<file path="src/sv/rxu_pkg.sv">
// Shared types and constants for the RISC execute unit.
// Opcode and register constants, status codes and the execute result record.
// No dependencies; every other file of the block imports this package.
`default_nettype none

package rxu_pkg;

   // Machine geometry
   localparam int unsigned XLEN                = 32;
   localparam int unsigned PC_W                = 16;
   localparam int unsigned NUM_REGS            = 16;
   localparam int unsigned REG_IDX_W           = 4;
   localparam int unsigned OPCODE_W            = 5;
   localparam int unsigned IMM_W               = 12;
   localparam int unsigned PRELOAD_ADDR_W      = 12;
   localparam int unsigned STORE_DEPTH_DEFAULT = 4096;

   // Item kinds
   localparam logic KIND_EXEC    = 1'b0;
   localparam logic KIND_PRELOAD = 1'b1;

   // Opcodes
   localparam logic [OPCODE_W-1:0] OP_ADD  = 5'd0;
   localparam logic [OPCODE_W-1:0] OP_SUB  = 5'd1;
   localparam logic [OPCODE_W-1:0] OP_AND  = 5'd2;
   localparam logic [OPCODE_W-1:0] OP_OR   = 5'd3;
   localparam logic [OPCODE_W-1:0] OP_SLL  = 5'd4;
   localparam logic [OPCODE_W-1:0] OP_SRA  = 5'd5;
   localparam logic [OPCODE_W-1:0] OP_SRL  = 5'd6;
   localparam logic [OPCODE_W-1:0] OP_BEQ  = 5'd7;
   localparam logic [OPCODE_W-1:0] OP_BNE  = 5'd8;
   localparam logic [OPCODE_W-1:0] OP_BLT  = 5'd9;
   localparam logic [OPCODE_W-1:0] OP_BGT  = 5'd10;
   localparam logic [OPCODE_W-1:0] OP_BLE  = 5'd11;
   localparam logic [OPCODE_W-1:0] OP_BGE  = 5'd12;
   localparam logic [OPCODE_W-1:0] OP_JAL  = 5'd13;
   localparam logic [OPCODE_W-1:0] OP_LW   = 5'd14;
   localparam logic [OPCODE_W-1:0] OP_SW   = 5'd15;
   localparam logic [OPCODE_W-1:0] OP_HALT = 5'd19;

   // Architectural registers with a fixed role
   localparam logic [REG_IDX_W-1:0] REG_ZERO = 4'd0;
   localparam logic [REG_IDX_W-1:0] REG_IMM  = 4'd1;
   localparam logic [REG_IDX_W-1:0] REG_LINK = 4'd15;

   typedef enum logic [1:0] {
      STATUS_DONE        = 2'd0,
      STATUS_HALTED      = 2'd1,
      STATUS_UNSUPPORTED = 2'd2
   } status_type;

   // Outcome of the execute stage for one beat
   typedef struct packed {
      logic [PC_W-1:0]      next_pc;
      logic                 pc_update;
      status_type           status;
      logic                 dest_written;
      logic [REG_IDX_W-1:0] dest_index;
      logic [XLEN-1:0]      dest_value;
      logic                 is_load;
      logic                 store_en;
      logic [XLEN-1:0]      store_data;
      logic [XLEN-1:0]      mem_addr;
   } exec_result_type;

   // Register file write port
   typedef struct packed {
      logic                 en;
      logic [REG_IDX_W-1:0] index;
      logic [XLEN-1:0]      data;
   } rf_write_type;

endpackage

`default_nettype wire

</file>
<file path="src/sv/rxu_alu.sv">
// Execute logic of the RISC execute unit: ALU, shifter, branch compare,
// next pc and load/store address for one beat. Depends on rxu_pkg.
`default_nettype none

module rxu_alu (
   input  wire logic                                  kind,
   input  wire logic [rxu_pkg::OPCODE_W-1:0]          opcode,
   input  wire logic [rxu_pkg::REG_IDX_W-1:0]         dest_reg,
   input  wire logic [rxu_pkg::PC_W-1:0]              pc,
   input  wire logic [rxu_pkg::XLEN-1:0]              op_a,
   input  wire logic [rxu_pkg::XLEN-1:0]              op_b,
   input  wire logic [rxu_pkg::XLEN-1:0]              op_d,
   input  wire logic [rxu_pkg::PRELOAD_ADDR_W-1:0]    preload_address,
   input  wire logic [rxu_pkg::XLEN-1:0]              preload_data,
   output rxu_pkg::exec_result_type                   result
);
   import rxu_pkg::*;

   logic [PC_W-1:0] pc_plus1;
   logic [4:0]      shamt;
   logic [XLEN-1:0] sum;
   logic            taken;

   assign pc_plus1 = pc + PC_W'(1);
   assign shamt    = op_b[4:0];
   assign sum      = op_a + op_b;

   // Signed branch conditions
   always_comb begin
      case (opcode)
         OP_BEQ:  taken = (op_a == op_b);
         OP_BNE:  taken = (op_a != op_b);
         OP_BLT:  taken = ($signed(op_a) <  $signed(op_b));
         OP_BGT:  taken = ($signed(op_a) >  $signed(op_b));
         OP_BLE:  taken = ($signed(op_a) <= $signed(op_b));
         default: taken = ($signed(op_a) >= $signed(op_b));
      endcase
   end

   always_comb begin
      result            = '0;
      result.next_pc    = pc;
      result.status     = STATUS_DONE;
      result.mem_addr   = sum;
      result.store_data = op_d;

      if (kind == KIND_PRELOAD) begin
         // preload: data store write only, pc held
         result.store_en   = 1'b1;
         result.store_data = preload_data;
         result.mem_addr   = XLEN'(preload_address);
      end else begin
         result.pc_update = 1'b1;
         unique case (opcode) inside
            OP_ADD, OP_SUB, OP_AND, OP_OR, OP_SLL, OP_SRA, OP_SRL: begin
               result.dest_written = 1'b1;
               result.dest_index   = dest_reg;
               result.next_pc      = pc_plus1;
               case (opcode)
                  OP_ADD:  result.dest_value = sum;
                  OP_SUB:  result.dest_value = op_a - op_b;
                  OP_AND:  result.dest_value = op_a & op_b;
                  OP_OR:   result.dest_value = op_a | op_b;
                  OP_SLL:  result.dest_value = op_a << shamt;
                  OP_SRA:  result.dest_value = XLEN'($signed(op_a) >>> shamt);
                  default: result.dest_value = op_a >> shamt;
               endcase
            end
            OP_BEQ, OP_BNE, OP_BLT, OP_BGT, OP_BLE, OP_BGE: begin
               result.next_pc = taken ? op_d[PC_W-1:0] : pc_plus1;
            end
            OP_JAL: begin
               // link is written before the target is read
               result.dest_written = 1'b1;
               result.dest_index   = REG_LINK;
               result.dest_value   = XLEN'(pc_plus1);
               result.next_pc      = (dest_reg == REG_LINK) ? pc_plus1 : op_d[PC_W-1:0];
            end
            OP_LW: begin
               result.dest_written = 1'b1;
               result.dest_index   = dest_reg;
               result.is_load      = 1'b1;
               result.next_pc      = pc_plus1;
            end
            OP_SW: begin
               result.store_en = 1'b1;
               result.next_pc  = pc_plus1;
            end
            OP_HALT: begin
               result.status = STATUS_HALTED;
            end
            default: begin
               result.status = STATUS_UNSUPPORTED;
            end
         endcase

         // register zero drops its write
         if (result.dest_written && (result.dest_index == REG_ZERO)) begin
            result.dest_written = 1'b0;
            result.dest_value   = '0;
            result.is_load      = 1'b0;
         end
      end
   end

endmodule

`default_nettype wire

</file>
<file path="config.mk">
export PLATFORM = sky130hd
export DESIGN_NAME = rxu_alu
export DESIGN_NICKNAME = d
export VERILOG_FILES = /design/src/sv/rxu_pkg.sv /design/src/sv/rxu_alu.sv
export SDC_FILE = /design/constraint.sdc
export NUM_CORES = 1
export LEC_CHECK = 0
export BUFFER_PORTS_ARGS = -buffer_cell sky130_fd_sc_hd__buf_2
export CAP_MARGIN = 40
export CORE_MARGIN = 2
export CORE_UTILIZATION = 45
export DETAILED_ROUTE_END_ITERATION = 8
export PLACE_DENSITY_LB_ADDON = 0.25
export SLEW_MARGIN = 20
export SYNTH_ARGS = -nofsm -noshare
export SYNTH_HDL_FRONTEND = slang
export SYNTH_SLANG_ARGS = --single-unit
</file>
<file path="constraint.sdc">
create_clock -name vclk -period 8.25
set_input_delay 1.65 -clock vclk [all_inputs]
set_output_delay 1.65 -clock vclk [all_outputs]
set_load 0.005 [all_outputs]
</file>
* Yosys cells after proc, flatten, opt, wreduce, memory -nomap -nowiden
Index checks and enable logic that the tools add are counted.
Word-level totals: bits in registers 0, bits of input ports 166, output and inout bits 122, word-level logic and storage cells 55
Cells by class: add/subtract/negate cells 3, magnitude comparators 4, eq/ne operators 19, shift operators 3, muxes and demuxes 16, bitwise logic cells 2, reductions and logical operators 8
Operators by type and width (count):
- 32-bit case mux with 6 select lines | 1
- 64-bit 2-to-1 mux | 1
- 32-bit case mux with 2 select lines | 1
- 57-bit 2-to-1 mux | 1
- 16-bit case mux with 3 select lines | 1
- 5-bit by 4-bit == test with 1-bit output (second input constant) | 8
- 33-bit 2-to-1 mux | 1
- 32-bit adder | 1
- 32-bit AND | 1
- 32-bit == test | 1
- 32-bit greater-or-equal comparator | 1
- 32-bit greater-than comparator | 1
- 32-bit <= comparator | 1
- 32-bit < comparator | 1
- 16-bit 2-to-1 mux | 2
- 32-bit != test | 1
- 32-bit bitwise OR | 1
- 32-bit by 5-bit << shifter with 32-bit output | 1
- 32-bit by 5-bit right shift with 32-bit output | 1
- 32-bit by 5-bit >>> shifter with 32-bit output | 1
- 32-bit subtractor | 1
- 5-bit by 3-bit == test with 1-bit output (second input constant) | 4
- 16-bit by 1-bit adder with 16-bit output (second input constant) | 1
- 16-bit OR reduction | 1
- 16 further kinds | 20

* Depth between registers and ports, before layout
Gate-level depths: netlist of the first run.
depth after elaboration 8, mapped depth 16, mapped depth without buffers 12

* Least setup slack after synthesis of the first run
No wires, ideal clock.
path kind input-to-output, start in op_b[2] (netlist bit), end out result[112] (netlist bit), arrival time 5.432 ns, path slack 1.168 ns, stages 15, cells stage by stage clkbuf_1 inv_2 buf_1 clkbuf_1 ha_1 clkbuf_1 o21bai_1 a21oi_1 nor2b_1 o22ai_1 a211oi_1 nor4b_1 or4b_4 a32o_1 a311o_1
RTL lines:
- from (decl) | line rxu_alu.sv:11 | input wire logic [rxu_pkg::XLEN-1:0] op_b,
- to (decl) | line rxu_alu.sv:15 | output rxu_pkg::exec_result_type result

==> run_results.csv, run 1 <==
group,metric,value,unit
sta,fmax,0.136,GHz
finish,fillCellCount,2432,
synth,syn_area,10800,um^2
sta,finalCriticalPeriod,7.34,ns
setup_path,path_max_fanout,12,
clocking,hold_buffers,0,
route,vias,14200,
setup_path,worstPathRequired,6.60,ns
die,die_width,159,um
synth,yosysSeqAreaShare,0,%
synth,ys_warn_count,0,
setup_path,crit_arrival,5.69,ns
route,wl,55800,um
setup_path,crit_chain,"buf_2 -> inv_1 -> ha_1 -> nor2b_1 -> o21ai_0 -> a21oi_1 -> o41ai_1 -> nand3_1 -> nor4b_1 -> or4b_4 -> nand2_1 -> o311ai_0 -> buf_2",
die,coreArea,23500,um^2
global_route,grt_pass1_vias,12900,
synth,synth.area.top_cells,"mux4_2 12%, ha_1 11%, nor2_1 8.1%, a21oi_1 7.0%, o21ai_0 5.9%",
finish,layout_commonest_cell,"buf_2",
sta,fin_setup_tns,0,ns
sta,finalCritPeriodShare,89.0,%
route,drt-vias-per-instance,6.67,
die,dieArea,25100,um^2
global_route,grt_usage,42.3,%
min_path,worstHoldStart,"preload_address[2]",
finish,drive_gt1_share,24.9,%
place,placed_cells,2127,
setup_path,max_stage_delay,0.77,ns
synth,yosysTopAreaCell,"mux4_2",
clocking,post_cts_buffers,0,
finish,area_growth,15.7,%
min_path,min_path_type,"input port to output pin",
setup_path,startpoint,"op_a[17]",
route,drt_iter0_markers,1857,
global_route,grt_max_degree,79,
setup_path,critPathLaunchType,"input port",
setup_path,critical_path_class,"input port to output pin",
sta,layout_setup_ws,0.905,ns
finish,clkbuf_count,0,
clocking,cts_resized,0,
place,placed_area,12400,um^2
sta,hold_violations,0,
sta,setup_viol,0,
finish,fin_nets,2077,
place,port_buffers,288,
global_route,antenna_found_initial,1,
die,start_util,45.8,%
route,drt_first_pass_iters,6,
die,num_rows,56,
finish,final_cells,2130,
sta,rsz0062_at_grt,"no",
finish,seq_cell_count,0,
global_route,grt_pass1_wl,79900,um
setup_path,endpoint,"result[121]",
sta,slew_violations,0,
sta,worst_pin_slew,0.895,ns
status,status,"finished, final reports clean",
setup_path,end_kind,"output pin",
finish,fin_area,12400,um^2
route,remaining_drc_errors,0,
place,post-dp-hpwl,44600,um
global_route,grt.overflow.total,0,
synth,syn_inst,1606,
synth,synth_nets,1872,
synth,synth_cell_type_count,86,
die,die_h,159,um
place,dp_slack,1.01,ns
finish,layout_common_cells,"285 x buf_2, 232 x nor2_1, 150 x a21oi_1, 135 x nand2_1, 126 x o21ai_0",
route,ant_nets,0,
sta,relSlewSlack,39.7,%
place,globalplace.congestion,1.08,
route,wl_per_cell,26.2,um
synth,synth_top_cell_area_share,11.9,%
synth,syn_avg_cell_area,6.69,um^2
die,io_pins,288,
job,cap_violations,0,
setup_path,crit_top_cell,"buf_2",
setup_path,crit_path_top_delay_cell,"nor4b_1",
finish,register_area,0,um^2
[stage by stage]
stage,hold slack (ns),utilization (%)
after floorplan,3.40,-
after global placement,3.57,52.7
after detailed placement,3.58,52.9
after CTS,3.58,52.9
after global routing,3.59,53.0
final,3.58,53.0
[routing by layer]
metal / global-route usage (%) / wire (um) / vias to the layer above
li1: - / - / 6356
met4: 29.3 / 4560 / 0
met3: 6.18 / 5470 / 234
met2: 69.2 / 25300 / 1008
met1: 51.0 / 20500 / 6603
met5: 0 / 0 / -
[cell type report]
type	instances	area, um^2	area share [%]
Multi-Input combinational cell	1382	9900	79.6
Timing Repair Buffer	321	1740	14.0
Tap cell	319	399	3.21
Inverter	106	398	3.20
Antenna cell	2	5.00	0.0402
[kinds of logic after synthesis]
logic type	Yosys count	share of synthesized area (%)
AOI/OAI and AO/OA	531	32.3
xor gates and xnor gates	47	3.83
adders and majority gates	100	11.8
buffers and inverters	224	7.98
muxes	139	20.0
and+or+nand+nor	565	24.1
[critical path: cells and delay by family]
family / cells / cell delay (ns)
AO/OA/AOI/OAI: 4 / 1.32
adder cells (fa/ha/maj): 1 / 0.51
buffers and inverters: 3 / 0.54
AND/OR/NAND/NOR: 5 / 1.66
[synth_stat cells (all sizes together) (9+ instances only)]
library cell and number:
a2111oi 10, a211oi 30, a21o 18, a21oi 150, a221oi 19, a22oi 10, a31oi 10, and2 16
and3 13, buf 22, clkbuf 96, ha 98, inv 104, mux2 40, mux2i 42, mux4 57
nand2 135, nand2b 14, nand3 33, nand4 12, nor2 232, nor2b 9, nor3 42, nor4 12
o211ai 12, o21a 15, o21ai 126, o21bai 10, o221ai 20, o22ai 15, o31ai 11, or2 13
or3 16, xnor2 39
[how the worst min path moves through the flow]
stage	endpoint	cells past startpoint
final	result[2]	4
after global routing	result[2]	4
after CTS	result[2]	4
after detailed placement	result[2]	4
after global placement	result[3]	3
after floorplan	result[11]	2
==> run 2: changes to the inputs <==
- clock period: 8.25 -> 7.5 ns (I/O delays scaled with it)
==> run 2 against run 1 <==
  * Global-route usage up 1.4 points
  * Die area unchanged
  * Via count up 1.0%
  * First-iteration DRC count up 2.3%
  * Critical path depth up 1
  * Sequential share of layout area unchanged
==> run_results.csv, run 2 (same netlist as run 1, synthesis figures left out) <==
group,metric,value,unit
global_route,grt_max_degree,79,
sta,whs,3.27,ns
setup_path,crit_chain,"buf_4 -> buf_4 -> inv_1 -> ha_1 -> nor4_1 -> nand4_1 -> nor4_4 -> and2_4 -> a21oi_1 -> a32oi_1 -> or4b_4 -> nand2_1 -> o311ai_0 -> buf_2",
finish,layout_common_cells,"286 x buf_2, 232 x nor2_1, 150 x a21oi_1, 135 x nand2_1, 126 x o21ai_0",
sta,fmax,0.140,GHz
die,start_util,45.8,%
sta,hold_violations,0,
route,wl_per_cell,26.4,um
setup_path,crit_top_cell,"buf_4",
sta,finalCriticalPeriod,7.14,ns
setup_path,crit_family,"simple AND/OR/NAND/NOR gates",
finish,area_growth,16.5,%
place,post-dp-hpwl,46000,um
sta,setup_viol,0,
setup_path,crit_arrival,5.64,ns
die,dieArea,25100,um^2
finish,register_area,0,um^2
finish,layout_commonest_cell,"buf_2",
setup_path,crit_path_top_delay_cell,"nor4_1",
die,die_width,159,um
route,drt_iter0_markers,1900,
status,status,"finished, final reports clean",
sta,finalCritPeriodShare,95.2,%
sta,fin_setup_tns,0,ns
clocking,cts_resized,0,
job,cap_violations,0,
min_path,min_path_type,"input port to output pin",
global_route,grt.overflow.total,0,
setup_path,cp.buffers_inverters,4,
setup_path,max_stage_delay,0.61,ns
setup_path,critPathLaunchType,"input port",
setup_path,path_max_fanout,32,
finish,drive_gt1_share,25.6,%
sta,rsz0062_at_grt,"no",
route,drt-vias-per-instance,6.68,
die,io_pins,288,
global_route,antenna_found_initial,3,
global_route,grt_pass1_wl,82000,um
route,wl,56800,um
route,ant_nets,0,
die,num_rows,56,
setup_path,worstPathRequired,6.00,ns
finish,fin_area,12500,um^2
finish,clkbuf_count,0,
clocking,hold_buffers,0,
global_route,grt_pass1_vias,13200,
finish,fillCellCount,2391,
sta,worst_pin_slew,0.912,ns
finish,final_core_util,53.4,%
sta,relSlewSlack,38.9,%
setup_path,critical_path_class,"input port to output pin",
sta,slew_violations,0,
place,placed_area,12500,um^2
clocking,post_cts_buffers,0,
finish,fin_nets,2093,
place,port_buffers,288,
die,coreArea,23500,um^2
route,vias,14300,
setup_path,end_kind,"output pin",
place,globalplace.congestion,1.08,
route,remaining_drc_errors,0,
global_route,grt_usage,43.7,%
die,die_h,159,um
route,drt_first_pass_iters,8,
finish,seq_cell_count,0,
-- run 2: cell types whose count changed in the layout (fill, tap and decap cells not counted) --
cell	change
buf_4	+17
buf_16	-2
nor3_2	+1
nor3_1	-1
buf_2	+1
diode_2	+2
-- run 2: per-stage QoR --
stage	setup WS, ns	std cells
after global routing	0.223	2146
after detailed placement	0.396	2143
after CTS	0.417	2143
after global placement	0.554	2141
after floorplan	0.718	1606
final	0.361	2148
-- run 2: final timing paths --
kind	start	cells after the start	end
setup / recovery	op_b[0]	14	result[121]
hold / removal	preload_address[3]	3	result[3]
-- run 2: worst min-delay path: cells and delay by family --
kind	cells	cell delay, ns
buffers and inverters	2	0.18
AOI/OAI and AO/OA	1	0.09
-- run 2: layer usage --
layer  part of all wire (%)  track usage [%]  vias up
met2                     46             72.5     1067
met1                     36             51.2     6613
met4                    8.8             31.3        0
met3                    9.7             6.80      274
met5                      0                0        -
li1                       -                -     6393
-- run 2: area by class of cell --
cell class / count / area (um^2) / share of cell area, %
well taps: 319 / 399 / 3.19
repair buffers: 337 / 1810 / 14.5
diodes: 4 / 10.0 / 0.0799
inverters: 106 / 398 / 3.18
multi-input cells: 1382 / 9900 / 79.1
