### config.mk
export PLATFORM = sky130hd
export DESIGN_NAME = rxu_regfile
export DESIGN_NICKNAME = d
export VERILOG_FILES = /design/src/sv/rxu_pkg.sv /design/src/sv/rxu_regfile.sv
export SDC_FILE = /design/constraint.sdc
export NUM_CORES = 1
export LEC_CHECK = 0
export BUFFER_PORTS_ARGS = -buffer_cell sky130_fd_sc_hd__buf_2
export CORE_MARGIN = 1
export CORE_UTILIZATION = 44
export CTS_CLUSTER_SIZE = 30
export DETAILED_ROUTE_END_ITERATION = 6
export GPL_TIMING_DRIVEN = 0
export PLACE_DENSITY = 0.59
export SLEW_MARGIN = 20
export SYNTH_ARGS = -nofsm -noshare
export SYNTH_HDL_FRONTEND = slang
export SYNTH_SLANG_ARGS = --single-unit
### constraint.sdc
create_clock -name clock -period 6.31 [get_ports clock]
set_clock_uncertainty 0.2 [all_clocks]
set_input_delay 1.262 -clock clock [delete_from_list [all_inputs] [get_ports clock]]
set_output_delay 1.262 -clock clock [all_outputs]
set_load 0.02 [all_outputs]
### src/sv/rxu_pkg.sv
// Shared types and constants for the RISC execute unit.
// Opcode and register constants, status codes and the execute result record.
// No dependencies; every other file of the block imports this package.
`default_nettype none

package rxu_pkg;

   // Machine geometry
   localparam int unsigned XLEN                = 32;
   localparam int unsigned PC_W                = 16;
   localparam int unsigned NUM_REGS            = 16;
   localparam int unsigned REG_IDX_W           = 4;
   localparam int unsigned OPCODE_W            = 5;
   localparam int unsigned IMM_W               = 12;
   localparam int unsigned PRELOAD_ADDR_W      = 12;
   localparam int unsigned STORE_DEPTH_DEFAULT = 4096;

   // Item kinds
   localparam logic KIND_EXEC    = 1'b0;
   localparam logic KIND_PRELOAD = 1'b1;

   // Opcodes
   localparam logic [OPCODE_W-1:0] OP_ADD  = 5'd0;
   localparam logic [OPCODE_W-1:0] OP_SUB  = 5'd1;
   localparam logic [OPCODE_W-1:0] OP_AND  = 5'd2;
   localparam logic [OPCODE_W-1:0] OP_OR   = 5'd3;
   localparam logic [OPCODE_W-1:0] OP_SLL  = 5'd4;
   localparam logic [OPCODE_W-1:0] OP_SRA  = 5'd5;
   localparam logic [OPCODE_W-1:0] OP_SRL  = 5'd6;
   localparam logic [OPCODE_W-1:0] OP_BEQ  = 5'd7;
   localparam logic [OPCODE_W-1:0] OP_BNE  = 5'd8;
   localparam logic [OPCODE_W-1:0] OP_BLT  = 5'd9;
   localparam logic [OPCODE_W-1:0] OP_BGT  = 5'd10;
   localparam logic [OPCODE_W-1:0] OP_BLE  = 5'd11;
   localparam logic [OPCODE_W-1:0] OP_BGE  = 5'd12;
   localparam logic [OPCODE_W-1:0] OP_JAL  = 5'd13;
   localparam logic [OPCODE_W-1:0] OP_LW   = 5'd14;
   localparam logic [OPCODE_W-1:0] OP_SW   = 5'd15;
   localparam logic [OPCODE_W-1:0] OP_HALT = 5'd19;

   // Architectural registers with a fixed role
   localparam logic [REG_IDX_W-1:0] REG_ZERO = 4'd0;
   localparam logic [REG_IDX_W-1:0] REG_IMM  = 4'd1;
   localparam logic [REG_IDX_W-1:0] REG_LINK = 4'd15;

   typedef enum logic [1:0] {
      STATUS_DONE        = 2'd0,
      STATUS_HALTED      = 2'd1,
      STATUS_UNSUPPORTED = 2'd2
   } status_type;

   // Outcome of the execute stage for one beat
   typedef struct packed {
      logic [PC_W-1:0]      next_pc;
      logic                 pc_update;
      status_type           status;
      logic                 dest_written;
      logic [REG_IDX_W-1:0] dest_index;
      logic [XLEN-1:0]      dest_value;
      logic                 is_load;
      logic                 store_en;
      logic [XLEN-1:0]      store_data;
      logic [XLEN-1:0]      mem_addr;
   } exec_result_type;

   // Register file write port
   typedef struct packed {
      logic                 en;
      logic [REG_IDX_W-1:0] index;
      logic [XLEN-1:0]      data;
   } rf_write_type;

endpackage

`default_nettype wire

### src/sv/rxu_regfile.sv
// Register file of the RISC execute unit: two synchronous-read copies, valid bits
// and per-port bypass so that held operands track writes that land after the read.
// Depends on rxu_pkg.
`default_nettype none

module rxu_regfile (
   input  wire logic                                      clock,
   input  wire logic                                      reset,
   input  wire logic                                      load,
   input  wire logic [2:0][rxu_pkg::REG_IDX_W-1:0]        load_idx,
   input  wire logic [2:0][rxu_pkg::REG_IDX_W-1:0]        cur_idx,
   input  wire rxu_pkg::rf_write_type                     wr,
   output logic      [2:0][rxu_pkg::XLEN-1:0]             rd_value
);
   import rxu_pkg::*;

   // Bank 0 serves ports 0 and 1, bank 1 serves port 2
   logic [XLEN-1:0]     bank0 [NUM_REGS];
   logic [XLEN-1:0]     bank1 [NUM_REGS];
   logic [NUM_REGS-1:0] valid_ff;

   // Writes go to both copies; an entry reads as zero until first written
   always_ff @(posedge clock) begin
      if (reset) begin
         valid_ff <= '0;
      end else if (wr.en) begin
         valid_ff[wr.index] <= 1'b1;
      end
      if (wr.en) begin
         bank0[wr.index] <= wr.data;
         bank1[wr.index] <= wr.data;
      end
   end

   for (genvar p = 0; p < 3; p++) begin : g_port
      logic [XLEN-1:0]      raw_ff;
      logic                 vld_ff;
      logic                 patch_ff;
      logic                 patch_in;
      logic [XLEN-1:0]      patch_val_ff;
      logic [XLEN-1:0]      patch_val_in;
      logic [REG_IDX_W-1:0] watch_idx;

      if (p < 2) begin : g_bank0
         always_ff @(posedge clock) begin
            if (load) begin
               raw_ff <= bank0[load_idx[p]];
            end
         end
      end else begin : g_bank1
         always_ff @(posedge clock) begin
            if (load) begin
               raw_ff <= bank1[load_idx[p]];
            end
         end
      end

      // A write landing at the read edge, or while the operand is held,
      // is missed by the array read: keep it in the patch register
      assign watch_idx = load ? load_idx[p] : cur_idx[p];

      always_comb begin
         patch_in     = patch_ff & ~load;
         patch_val_in = patch_val_ff;
         if (wr.en && (wr.index == watch_idx)) begin
            patch_in     = 1'b1;
            patch_val_in = wr.data;
         end
      end

      always_ff @(posedge clock) begin
         if (reset) begin
            patch_ff <= 1'b0;
            vld_ff   <= 1'b0;
         end else begin
            patch_ff <= patch_in;
            if (load) begin
               vld_ff <= valid_ff[load_idx[p]];
            end
         end
         patch_val_ff <= patch_val_in;
      end

      // Newest first: write in flight, patched value, array, reset zero
      always_comb begin
         if (wr.en && (wr.index == cur_idx[p])) begin
            rd_value[p] = wr.data;
         end else if (patch_ff) begin
            rd_value[p] = patch_val_ff;
         end else if (vld_ff) begin
            rd_value[p] = raw_ff;
         end else begin
            rd_value[p] = '0;
         end
      end
   end

endmodule

`default_nettype wire

# After elaboration in Yosys (flattened, before gate mapping)
# Memory sizes are Yosys's and may differ from the RTL's. A register that Yosys moved wholly into a read port is not among the register bits.
# Cells that the tools add are included.
totals:
  word_cells: 60
  memories: 2
  out_inout_bits: 96
  mem_bits_rw: 1024
  regBits: 118
classes:
  magnitude_cmp: 5
  reduce_logical: 7
  n_eq_ne: 6
  mux: 25
  n_bitwise: 5
mem_list:
  columns: ["name", "depth", "word_bits", "rd", "rd_ports_with_merged_regs", "write_ports", "line", "rtl"]
  rows:
  - ["bank0", 16, 32, 2, 2, 1, "rxu_regfile.sv:18", "logic [XLEN-1:0] bank0 [NUM_REGS];"]
  - ["bank1", 16, 32, 1, 1, 1, "rxu_regfile.sv:19", "logic [XLEN-1:0] bank1 [NUM_REGS];"]
op_table:
  columns: ["operator", "count"]
  rows:
  - ["$mux W32", 9]
  - ["$eq A4 B4 Y1", 6]
  - ["$lt A4 B5 Y1 const B", 4]
  - ["$or A16 B16 Y16", 1]
  - ["$bmux W1 S4", 3]
  - ["$mux W4", 3]
  - ["$mux W1", 9]
  - ["$logic_and A1 B1 Y1", 7]
  - ["$demux W1 S4", 1]
  - ["$ge A4 B1 Y1 const B", 1]
  - ["$and A1 B1 Y1", 3]
  - ["$not A1 Y1", 1]

# Longest topological paths before layout
# Gate-level depths: netlist of run 1.
depth:
  depth_word: 5
  mapped_depth: 7
  ltp_nobuf: 4

# Worst setup path before layout of run 1
# OpenSTA, ideal clock, no wires.
synth_path:
  path_kind: "in2reg"
  start: "in wr[36] (netlist bit)"
  end: "mem bank1[0][0] (enable)"
  required_time_ns: 5.647
  arrival_ns: 4.261
  path_buffers: 1
  setup_slack_ns: 1.386
  path_stages: 3
  cell_sequence: "clkbuf_1 -> or3b_2 -> nor3_1"
synth_via:
  elab_chain_len: 2
synth_lines:
  columns: ["item", "line", "rtl"]
  rows:
  - ["start: declaration", "rxu_regfile.sv:12", "input wire rxu_pkg::rf_write_type wr,"]
  - ["$mux W1", "rxu_regfile.sv:29", "if (wr.en) begin"]
  - ["$mux W1 (implied by the code)", "rxu_regfile.sv:31", "bank1[wr.index] <= wr.data;"]
  - ["end: declaration", "rxu_regfile.sv:19", null]
# No other way between the ends.

==> key figures, run 1 <==
Critical path
  • Slowest CP cell: nor4_4
  • R2R setup slack: 3830 ps
  • Setup crit end kind: output port
  • CP bufs+invs: 4
  • CP most frequent cell: buf_2
  • CP max FO: 10
  • Delay-heaviest family, CP: buffers and inverters
  • Critical Path Stages: 7
  • CP arrival: 3810 ps
  • Worst setup SP type: input pin
  • CP Class: in2out
  • R2r startpoint: g_port[0].patch_ff
  • Worst path cell trace: buf_2, clkbuf_1, xor2_1, nor4_4, buf_4, mux2_1, buf_2
  • Worst R2R Path Depth: 4
  • Worst R2R End: g_port[0].patch_ff
  • Crit-path max cell delay: 800 ps
  • Worst path required time: 4850 ps
  • Crit. Startpoint: wr[35]
  • Crit path to: rd_value[7]

Cells and area
  • Final #Nets: 2043
  • Multi-input logic area: 0.0140 mm^2
  • Post-layout util: 0.517
  • Layout filler cell count: 6382
  • Area Growth Syn to Fin: 15.5%
  • Reg area: 0.0216 mm^2
  • Layout cell share with drive strength beyond 1: 0.475

Clock network
  • Inserted Clock Buffers: 79
  • Post CTS Setup Buffer Count: 0
  • Clock root buffer: clkbuf_16
  • Worst-path clk slew: 60 ps
  • H-tree depth: 3
  • Clock sinks: 726
  • Post-cts resize count: 0
  • CTS tree: yes
  • Hold_buf cts: 0
  • Later-pin clock latency in the skew report: 640 ps
  • Clock Path Buffers: 3

Synthesis
  • FFs w/ async S/R, synth: 0
  • Synth Cell Area: 0.0363 mm^2
  • Register area share after synthesis: 0.595
  • Post-synth EDFFs: 704
  • Post-synthesis mux area share: 0.341
  • Synth Net Count: 1763
  • Yosys top cell area share: 0.583
  • Top FF cell, synth: edfxtp_1
  • Seq cells post-synth: 726
  • Synth unique cells: 32
  • Simple-Gate Fraction of Synth Area: 0.0119
  • Most used standard cell by instance count after synthesis: edfxtp_1
  • Yosys warns: 0
  • Largest family of logic cells by synthesized area: multiplexers
  • Compound-gate portion of the synthesized area: 0.0243
  • Syn_area_per_cell: 21.4 um^2
  • Post-Synth XOR/XNOR Area: 0.00507
  • Synth Instances: 1699
  • Post-synth top cells: edfxtp_1 (704), mux4_2 (492), a22o_1 (93)
  • Post-synthesis adder-cell area fraction: 0
  • Cell taking the most area after synthesis: edfxtp_1
  • Top post-synthesis cells by area: edfxtp_1 (58%), mux4_2 (31%), a22o_1 (2.2%), mux2_2 (1.9%), dfxtp_1 (1.2%)

GRT
  • Total GRT Usage: 0.299
  • M1 GR Usage: 0.401
  • GR peak layer: met2
  • Grt met3 use: 0.0528
  • Vias in the first global route: 21500
  • First-pass GRT wire length: 169000 um
  • Largest net degree at the start of global routing: 53
  • GRT Residual Overflow: 0
  • GRT met2 Usage: 0.488
  • Initial antenna violation count: 5

Power
  • Pwr/cell area: 269 mW/mm^2
  • Worst-case vdd ir drop: 0.207 mV
  • Leak pwr: 13.9 nW

Timing
  • Final hold slack: 316 ps
  • Setup violators final: 0
  • Period minus WS final: 5270 ps
  • Max_slew headroom: 0.155
  • Max frequency: 0.190 GHz
  • RSZ-0062 raised after global routing: no
  • Final worst-path cycle share: 0.835
  • Max Slew Vio Count: 0
  • Final hold vios: 0
  • Slew @ Worst Pin: 1270 ps

Drt
  • Post-route DRC: 0
  • Via count: 21300
  • Avg Vias per Cell: 6.86
  • Initial DRC Count: 2943
  • Final ANT Viol Nets: 0
  • Routed len/inst: 39.7 um
  • TritonRoute pass-1 iters: 5
  • Post-Route WL: 123000 um

Hold path
  • Worst hold-check path type: reg2reg
  • Min-delay src: valid_ff[6]

Die
  • Die ar.: 0.0836 mm^2
  • Die Y: 289 um
  • Rows: 104
  • Chip width: 289 um
  • CORE AREA: 0.0811 mm^2
  • Initial Util: 0.448
  • Num ports: 160

Flow run
  • # Max-Cap Violations: 0

Place
  • Port bufs: 145
  • Dpl hpwl: 81800 um
  • Gpl congestion: 0.828

Run status
  • Status: completed
[per-stage QoR]
stage | setup WS, ps | total power, mW | setup TNS (ps) | cell area (um^2) | cells
5_1_grt | 1000 | 11.5 | 0 | 41900 | 3103
4_1_cts | 1060 | 11.3 | 0 | 41900 | 3103
3_5_place_dp | 1070 | 6.81 | 0 | 39400 | 2958
3_3_place_gp | -2790 | 6.76 | -514420 | 38300 | 2904
2_1_floorplan | 1390 | 6.31 | 0 | 36300 | 1699
6_report | 1040 | 11.3 | 0 | 41900 | 3104
[tightest hold or removal path, stage by stage (launching register included)]
cell and delay [ps]:
dfxtp_1 330, nor2_1 100, nor2_1 40
[kinds of logic (layout without fill, tap and decap cells)]
logic type	after synthesis	after routing
flip-flops	726	726
multiplexers	609	609
buffers and inverters	153	497
AO/OA/AOI/OAI	103	103
AND/OR/NAND/NOR	87	87
XOR/XNOR	21	21
other	0	1
[power by group]
| group | switching (mW) | internal, mW | total (mW) |
|---|---|---|---|
| Sequential | 0.0634 | 5.47 | 5.53 |
| Combinational | 0.670 | 0.516 | 1.19 |
| Clock | 1.95 | 2.62 | 4.57 |
[placed cells by master (no fill, tap or decap), types with 2 or more instances in the layout]
cell	instances
nor2_1	32
or3_1	3
a22o_1	93
mux4_2	492
xor2_1	18
o21ai_0	3
buf_6	29
buf_12	12
o21ai_1	2
clkinvlp_4	2
mux2_2	60
nor3_1	2
nor3_2	4
nand3b_1	2
clkbuf_2	13
clkinv_2	13
nor2_4	12
a31oi_1	2
bufinv_16	5
buf_16	17
mux2i_1	19
inv_6	3
clkbuf_16	83
o21ba_2	3
nor4_4	3
dfxtp_1	22
xnor2_1	3
nor2b_1	8
nand2b_1	4
clkinv_1	22
mux2_1	38
clkbuf_8	2
clkbuf_1	81
nand2_1	11
edfxtp_1	704
buf_4	27
and4_4	3
buf_2	186
[layout make-up]
| type | instances | share of cell area |
|---|---|---|
| Antenna cell | 1 | 0.0000597 |
| Buffer | 152 | 0.0204 |
| Clock buffer | 101 | 0.0516 |
| Clock inverter | 44 | 0.00800 |
| Inverter | 1 | 0.0000895 |
| Multi-Input combinational cell | 820 | 0.334 |
| Sequential cell | 726 | 0.515 |
| Tap cell | 1060 | 0.0316 |
| Timing Repair Buffer | 199 | 0.0392 |
[state kept, by name, indices dropped and copies added, names as in the netlist]
name / count
bank0: 32
g_port.patch_val_ff: 96
valid_ff: 16
g_port.vld_ff: 3
bank1: 480
g_port.raw_ff: 96
g_port.patch_ff: 3
[worst min-delay path by stage]
stage                         endpoint  slack, ps  depth (start not counted)
after global placement     valid_ff[9]        290                          2
after global routing      valid_ff[13]        340                          2
after floorplan           valid_ff[10]        270                          2
after CTS                 valid_ff[13]        310                          2
after detailed placement  valid_ff[13]        300                          2
final                      valid_ff[6]        320                          2
[layer usage]
metal	wire (um)	part of all wire
met5	36	0.00029
met4	4920	0.040
met3	10900	0.089
met2	60400	0.49
met1	47000	0.38
(Power assumes the default switching activity.)
==> run 2, diff against run 1 <==
- clock period: 6.31 -> 5.4 ns (I/O delays scaled with it)
==> run 2 against run 1 <==
Global-route usage about the same. Design area unchanged. First-iteration DRC count increased by 0.71%. Worst setup slack got worse by 540 ps. Via count increased by 0.32%. Worst hold slack improved by 0.60 ps. Total power increased by 17%. Die area unchanged. Wire length about the same. Cell count unchanged. Sequential power increased by 17%.
==> key figures, run 2 (synthesis gave the netlist of run 1 again) <==
Run status
  • Status: completed

Timing
  • Final worst-path cycle share: 0.907
  • Max Slew Vio Count: 0 (unchanged)
  • Max_slew headroom: 0.155 (about the same)
  • Final hold vios: 0 (unchanged)
  • Slew @ Worst Pin: 1270 ps (-0.0440 ps)
  • Setup violators final: 0 (unchanged)
  • RSZ-0062 raised after global routing: no
  • Max frequency: 0.204 GHz
  • Period minus WS final: 4900 ps

Critical path
  • CP most frequent cell: buf_2
  • Worst R2R End: g_port[0].patch_ff
  • Worst path required time: 4120 ps (-730 ps)
  • Worst R2R Path Depth: 4 (unchanged)
  • Slowest CP cell: nor4_4
  • Crit-path max cell delay: 780 ps (-20 ps)
  • Setup crit end kind: output port
  • R2R setup slack: 2890 ps (-940 ps)
  • CP arrival: 3620 ps (-190 ps)
  • R2r startpoint: g_port[0].patch_ff
  • CP max FO: 10 (unchanged)
  • Worst setup SP type: input pin
  • CP bufs+invs: 4 (unchanged)
  • Delay-heaviest family, CP: buffers and inverters
  • CP Class: in2out
  • Worst path cell trace: buf_2, clkbuf_1, xor2_1, nor4_4, buf_4, mux2_1, buf_2

Drt
  • Routed len/inst: 39.7 um (about the same)
  • Initial DRC Count: 2964 (+0.71%)
  • Final ANT Viol Nets: 0 (unchanged)
  • Avg Vias per Cell: 6.89 (+0.32%)
  • Post-Route WL: 123000 um (about the same)
  • TritonRoute pass-1 iters: 5 (unchanged)
  • Via count: 21400 (+0.32%)
  • Post-route DRC: 0 (unchanged)

Die
  • Die ar.: 0.0836 mm^2 (unchanged)
  • Initial Util: 0.448 (unchanged)
  • CORE AREA: 0.0811 mm^2 (unchanged)
  • Die Y: 289 um (unchanged)
  • Chip width: 289 um (unchanged)
  • Num ports: 160 (unchanged)
  • Rows: 104 (unchanged)

Clock network
  • Hold_buf cts: 0 (unchanged)
  • Clock sinks: 726 (unchanged)
  • Post-cts resize count: 0 (unchanged)
  • Post CTS Setup Buffer Count: 0 (unchanged)
  • Later-pin clock latency in the skew report: 630 ps (about the same)
  • CTS tree: yes
  • Clock root buffer: clkbuf_16
  • Clock Path Buffers: 3 (unchanged)
  • H-tree depth: 3 (unchanged)
  • Inserted Clock Buffers: 79 (unchanged)
  • Worst-path clk slew: 60 ps (about the same)

Cells and area
  • Biggest regs: bank1 (480), g_port.patch_val_ff (96), g_port.raw_ff (96)
  • Area Growth Syn to Fin: 15.5% (unchanged)
  • Layout cell share with drive strength beyond 1: 0.475 (unchanged)
  • Top reg by flops: bank1
  • Multi-input logic area: 0.0140 mm^2 (unchanged)
  • Most frequent cells in the layout: edfxtp_1 (704), mux4_2 (492), buf_2 (186)
  • Reg area: 0.0216 mm^2 (unchanged)
  • Layout filler cell count: 6382 (unchanged)
  • Final #Nets: 2043 (unchanged)
  • Commonest non-fill, non-tap cell in the layout: edfxtp_1
  • Largest register FFs: 480 (unchanged)
  • Post-layout util: 0.517 (unchanged)

GRT
  • Total GRT Usage: 0.299 (about the same)
  • First-pass GRT wire length: 169000 um (about the same)
  • Initial antenna violation count: 5 (unchanged)
  • Largest net degree at the start of global routing: 53 (unchanged)
  • GRT Residual Overflow: 0 (unchanged)
  • Vias in the first global route: 21500 (unchanged)

Flow run
  • # Max-Cap Violations: 0 (unchanged)

Hold path
  • Hold endpoint: valid_ff[6]
  • Worst hold-check path type: reg2reg
  • Min-delay src: valid_ff[6]
  • WHS Path Cells: 2 (unchanged)

Power
  • Leak pwr: 13.9 nW (unchanged)
  • Pwr/cell area: 314 mW/mm^2 (+17%)
  • Worst-case vdd ir drop: 0.242 mV (+17%)
  • Tot Pwr: 13.2 mW (+17%)

Place
  • Dpl hpwl: 81800 um (unchanged)
  • Port bufs: 145 (unchanged)
  • Gpl congestion: 0.828 (unchanged)
==> run 2: power by group <==
| part | internal (mW) | switching [mW] | leakage, nW |
|---|---|---|---|
| logic | 0.604 | 0.782 | 6.02 |
| clock network | 3.07 | 2.27 | 1.22 |
| registers | 6.39 | 0.0741 | 6.61 |
| total | 10.1 | 3.13 | 13.9 |
==> run 2: worst max path at each step <==
| stage | from | end | slack [ps] | cells past startpoint |
|---|---|---|---|---|
| floorplan | wr[36] | bank1[0][0] | 660 | 3 |
| global placement | wr[36] | bank1[0][14] | -3520 | 3 |
| detailed placement | wr[35] | rd_value[9] | 520 | 7 |
| CTS | wr[35] | rd_value[9] | 510 | 7 |
| global route | wr[35] | rd_value[9] | 450 | 7 |
| finish | wr[35] | rd_value[9] | 500 | 7 |
==> run 2: final cells by class <==
| class | count | share of cell area |
|---|---|---|
| clock inverter | 44 | 0.00800 |
| inverter | 1 | 0.0000895 |
| buffer | 152 | 0.0204 |
| clock buffer | 101 | 0.0516 |
| tap | 1060 | 0.0316 |
| multi-input combinational | 820 | 0.334 |
| timing repair buffer | 199 | 0.0392 |
| antenna | 1 | 0.0000597 |
| sequential | 726 | 0.515 |
==> run 2: routing by layer <==
layer,track usage,wire length [um]
met1,0.401,46800
met2,0.488,60500
met3,0.0528,11100
met4,0.118,4780
met5,0,36
==> run 2: worst min-delay path: cells and delay by family (launching register included) <==
family	cells	cell delay, ps
flip-flops	1	330
AND/OR/NAND/NOR	2	140
==> run 2: through the flow <==
step / cells / worst slack (ps) / hold WS (ps) / cell area (um^2) / TNS [ps]
floorplan: 1699 / 658 / 269 / 36300 / 0
global placement: 2904 / -3520 / 292 / 38300 / -970350
detailed placement: 2958 / 525 / 303 / 39400 / 0
CTS: 3103 / 511 / 312 / 41900 / 0
global route: 3103 / 455 / 335 / 41900 / 0
finish: 3104 / 503 / 317 / 41900 / 0
